`src/rtl/core/rau_pkg.sv`:
```
// shared types and constants for the rational arithmetic unit
package rau_pkg;

  typedef enum logic [2:0] {
    CMD_ADD = 3'd0,
    CMD_SUB = 3'd1,
    CMD_MUL = 3'd2,
    CMD_DIV = 3'd3,
    CMD_NORM = 3'd4
  } cmd_t;

  typedef enum logic [1:0] {
    ST_OK = 2'd0,
    ST_OVF = 2'd1,
    ST_DIV0 = 2'd2,
    ST_ZDEN = 2'd3
  } status_t;

  typedef enum logic [3:0] {
    S_IDLE,
    S_MUL1,
    S_MUL2,
    S_MUL3,
    S_SUM,
    S_GCD,
    S_DIVN,
    S_DIVD,
    S_CHECK,
    S_DONE
  } state_t;

  // controller to datapath
  typedef struct packed {
    logic load;
    logic mul1;
    logic mul2;
    logic mul3;
    logic sum;
    logic gcd_step;
    logic div_init;
    logic div_step;
    logic div_save_num;
    logic check;
  } ctrl_t;

  // datapath to controller
  typedef struct packed {
    logic early_err;
    logic gcd_done;
    logic div_done;
  } stat_t;

endpackage

```
`src/rtl/core/rau_ctrl.sv`:
```
// controller state machine for the rational arithmetic unit
module rau_ctrl (
  input  logic            clk,
  input  logic            rst_n,
  input  logic            start,
  input  rau_pkg::stat_t  stat,
  output rau_pkg::ctrl_t  ctrl,
  output logic            busy,
  output logic            done
);

  rau_pkg::state_t state_r, state_nxt;

  always_ff @(posedge clk) begin
    if (!rst_n) begin
      state_r <= rau_pkg::S_IDLE;
    end else begin
      state_r <= state_nxt;
    end
  end

  always_comb begin
    state_nxt = state_r;
    case (state_r)
      rau_pkg::S_IDLE:  if (start) state_nxt = rau_pkg::S_MUL1;
      rau_pkg::S_MUL1:  state_nxt = stat.early_err ? rau_pkg::S_DONE : rau_pkg::S_MUL2;
      rau_pkg::S_MUL2:  state_nxt = rau_pkg::S_MUL3;
      rau_pkg::S_MUL3:  state_nxt = rau_pkg::S_SUM;
      rau_pkg::S_SUM:   state_nxt = rau_pkg::S_GCD;
      rau_pkg::S_GCD:   if (stat.gcd_done) state_nxt = rau_pkg::S_DIVN;
      rau_pkg::S_DIVN:  if (stat.div_done) state_nxt = rau_pkg::S_DIVD;
      rau_pkg::S_DIVD:  if (stat.div_done) state_nxt = rau_pkg::S_CHECK;
      rau_pkg::S_CHECK: state_nxt = rau_pkg::S_DONE;
      rau_pkg::S_DONE:  state_nxt = rau_pkg::S_IDLE;
      default:          state_nxt = rau_pkg::S_IDLE;
    endcase
  end

  always_comb begin
    ctrl = '0;
    busy = (state_r != rau_pkg::S_IDLE);
    done = (state_r == rau_pkg::S_DONE);
    case (state_r)
      rau_pkg::S_IDLE:  ctrl.load = start;
      rau_pkg::S_MUL1:  ctrl.mul1 = 1'b1;
      rau_pkg::S_MUL2:  ctrl.mul2 = 1'b1;
      rau_pkg::S_MUL3:  ctrl.mul3 = 1'b1;
      rau_pkg::S_SUM:   ctrl.sum = 1'b1;
      rau_pkg::S_GCD: begin
        ctrl.gcd_step = 1'b1;
        ctrl.div_init = stat.gcd_done;
      end
      rau_pkg::S_DIVN: begin
        ctrl.div_step = 1'b1;
        ctrl.div_save_num = stat.div_done;
      end
      rau_pkg::S_DIVD:  ctrl.div_step = 1'b1;
      rau_pkg::S_CHECK: ctrl.check = 1'b1;
      default: ;
    endcase
  end

endmodule

```
`config.mk`:
```
export PLATFORM = sky130hd
export DESIGN_NAME = rau_ctrl
export DESIGN_NICKNAME = d
export VERILOG_FILES = /design/src/rtl/core/rau_pkg.sv /design/src/rtl/core/rau_ctrl.sv
export SDC_FILE = /design/constraint.sdc
export NUM_CORES = 1
export LEC_CHECK = 0
export ABC_AREA = 1
export BUFFER_PORTS_ARGS = -buffer_cell sky130_fd_sc_hd__buf_4
export CAP_MARGIN = 0
export CORE_AREA = 2 2 39 41
export CTS_BUF_LIST = sky130_fd_sc_hd__clkbuf_8 sky130_fd_sc_hd__clkbuf_16
export CTS_CLUSTER_DIAMETER = 80
export DETAILED_ROUTE_END_ITERATION = 12
export DIE_AREA = 0 0 41 43
export HOLD_SLACK_MARGIN = 0.05
export PLACE_DENSITY = 0.64
export SLEW_MARGIN = 25
export SYNTH_ARGS = -nofsm -noshare
export SYNTH_HDL_FRONTEND = slang
export SYNTH_SLANG_ARGS = --single-unit
```
`constraint.sdc`:
```
create_clock -name clk -period 2.9 [get_ports clk]
set_input_delay 0.725 -clock clk [delete_from_list [all_inputs] [get_ports clk]]
set_output_delay 0.725 -clock clk [all_outputs]
set_load 0.01 [all_outputs]
```
==> metrics <==
Via density=4.360; registers with the most flip-flops=state_r (4); Leakage Power=0.3301 nW; CP required=2.17 ns; CTS Root Cell=clkbuf_8; Final Cycle Share=0.7342; multiplexer area fraction after synthesis=0; CP Launch Type=register; Net Sw Power=0.09324 mW; Clk pwr share=0.396; CP Max Fanout=5; Clock Skew=0.001183 ns; end point of the critical path=ctrl[1]; Filler Cell Count=168; CTS tree=yes; proportion of layout cells with a drive suffix above 1=0.3333; slew margin rel.=0.8208; worst vdd ir=0.2643 mV; post-route cell area=556.8 um^2; complex-gate fraction of the synthesized area=0.05102; Max Fclk=0.4696 GHz; proportion of power drawn by combinational gates=0.356; Slew Viols, Final=0; drc violations=0; RSZ-0062 raised after global routing=false; Post-CTS Resized=0; Post-Place Setup Slack=0.9353 ns; grt ovf=0; P&R area growth vs syn=51.36%; routed wire length=898 um; hold buffers post-CTS=0; post-route ant nets=0; Most flops, register=state_r; final critical-path setup slack=0.7707 ns; pwr/cell area=513.1 nW/um^2; RR Startpoint=state_r[2]$_SDFFE_PN0P_; # setup viols final=0; synthesized cell area=367.9 um^2; Finished Layout Cells=100; syn avg cell area=5.748 um^2; Total GRT Usage=0.1166; Setup Buffers After CTS=0; reg2reg path depth=7; sequential power share=0.248; Clk Latency, worst-skew pair=0.21 ns; commonest cells after routing, fill and taps aside=buf_4 (17), inv_1 (15), nand2_1 (13); post-detail-place hpwl=750.1 um; reg-to-reg endpoint=state_r[0]$_SDFFE_PN0P_; #FFs+latches synth=4; HP Class=register to register; CTS Buffer Depth=2; Worst R2R Setup Slack=1.64 ns; crit path kind=register to output port; largest family of logic cells by synthesized area=simple AND/OR/NAND/NOR gates; Syn Nets=70; post-synthesis simple-gate area fraction=0.5782; Synth Area in Adders=0; Post-Synth XOR/XNOR Area=0; core area=1384 um^2; Via Count=436; # IOs=18; Netlist cell types=14; cell-internal power=0.1925 mW; yosys warns=0; RePlAce Congestion=0.7815; number of DRC markers in iteration 0=5; Initial Util=0.2658; largest net degree at the start of global routing=8; max reg flops=4; final hold vios=0; Chip Width=41 um; # nets final=92; Clk pin slew, worst setup/hold paths=0.03 ns; Num CTS Buffers=3; DP Area=515.5 um^2; WP data arrival=1.40 ns; sw frac=0.3263; most common cell after layout, fill and taps aside=buf_4; drt first pass iters=4; drt wl/cell=8.980 um; sequential area share after synthesis=0.2177; die height=43 um; PortBufs=17; cell count after synthesis=64; setup TNS=0 ns; status=complete, no violations; number of diodes=0; clk sinks=4; Core Rows=14; CTS H-tree depth=1; dpl cells=97; measured slew at the worst slew-check pin=0.2685 ns; first-pass GRT wire length=1442 um; CP endpoint kind=output port; antenna violations before repair=0; Period minus WS final=2.129 ns; Max Cap Violations=0; vias in the first global route=369; CP Launch Point=state_r[2]$_SDFFE_PN0P_; die area=1763 um^2
## cell type report
| type | instances | area (um^2) | area share |
|---|---|---|---|
| Tap cell | 16 | 20.02 | 0.03596 |
| Clock buffer | 3 | 41.29 | 0.07416 |
| Timing Repair Buffer | 17 | 127.6 | 0.2292 |
| Inverter | 15 | 56.30 | 0.1011 |
| Multi-Input combinational cell | 45 | 231.5 | 0.4157 |
| Sequential cell | 4 | 80.08 | 0.1438 |
## through the flow
step             util  hold WS [ns]  power, mW
5_1_grt        0.4024        0.5992     0.3064
3_5_place_dp   0.3725        0.5506     0.1738
6_report       0.4024        0.5587     0.2857
2_1_floorplan       -        0.5067     0.1363
4_1_cts        0.4024        0.5579     0.2909
3_3_place_gp   0.3725        0.5566     0.1733
## cells in the mapped netlist (all sizes together)
library cell	number	area, um^2
inv	15	56.30
nand2	13	48.80
nor2	13	61.31
nand3	11	70.07
dfxtp	4	80.08
a21oi	3	18.77
nor3	3	20.02
nand4	1	6.260
nor4	1	6.260
## per-layer routing
layer / up-vias / GRT usage / part of all wire
li1: 240 / - / -
met1: 185 / 0.1452 / 0.46
met2: 11 / 0.1844 / 0.47
met3: 0 / 0.03141 / 0.072
met4: 0 / 0.04000 / 0
met5: - / 0 / 0
## power groups by stage
| stage | Sequential [mW] | Clock (mW) | Combinational [mW] |
|---|---|---|---|
| final | 0.0708 | 0.113 | 0.102 |
| after detailed placement | 0.0714 | 0 | 0.102 |
| after global routing | 0.0717 | 0.119 | 0.116 |
| after floorplan | 0.0693 | 0 | 0.0670 |
| after CTS | 0.0707 | 0.118 | 0.103 |
| after global placement | 0.0719 | 0 | 0.101 |
## how the worst min path moves through the flow
stage	endpoint	from	slack, ns	cells after the start
floorplan	state_r[0]$_SDFFE_PN0P_	state_r[0]$_SDFFE_PN0P_	0.51	2
global placement	state_r[0]$_SDFFE_PN0P_	state_r[0]$_SDFFE_PN0P_	0.56	2
finish	state_r[0]$_SDFFE_PN0P_	state_r[0]$_SDFFE_PN0P_	0.56	2
CTS	state_r[0]$_SDFFE_PN0P_	state_r[0]$_SDFFE_PN0P_	0.56	2
global route	state_r[0]$_SDFFE_PN0P_	state_r[0]$_SDFFE_PN0P_	0.60	2
detailed placement	state_r[0]$_SDFFE_PN0P_	state_r[0]$_SDFFE_PN0P_	0.55	2
## worst max-delay path, stage by stage, from the launching register on
cell and delay [ns]:
dfxtp_1 0.41, inv_1 0.09, nor2_2 0.20, inv_1 0.12
nor4_1 0.20, buf_4 0.17
## cells by family (layout without fill, tap and decap cells)
kind of cell | Yosys count | in the layout
AND/OR/NAND/NOR | 42 | 42
buffers and inverters | 15 | 35
flip-flops | 4 | 4
AO/OA/AOI/OAI | 3 | 3
Note: power is estimated with default switching activity, not from simulation.
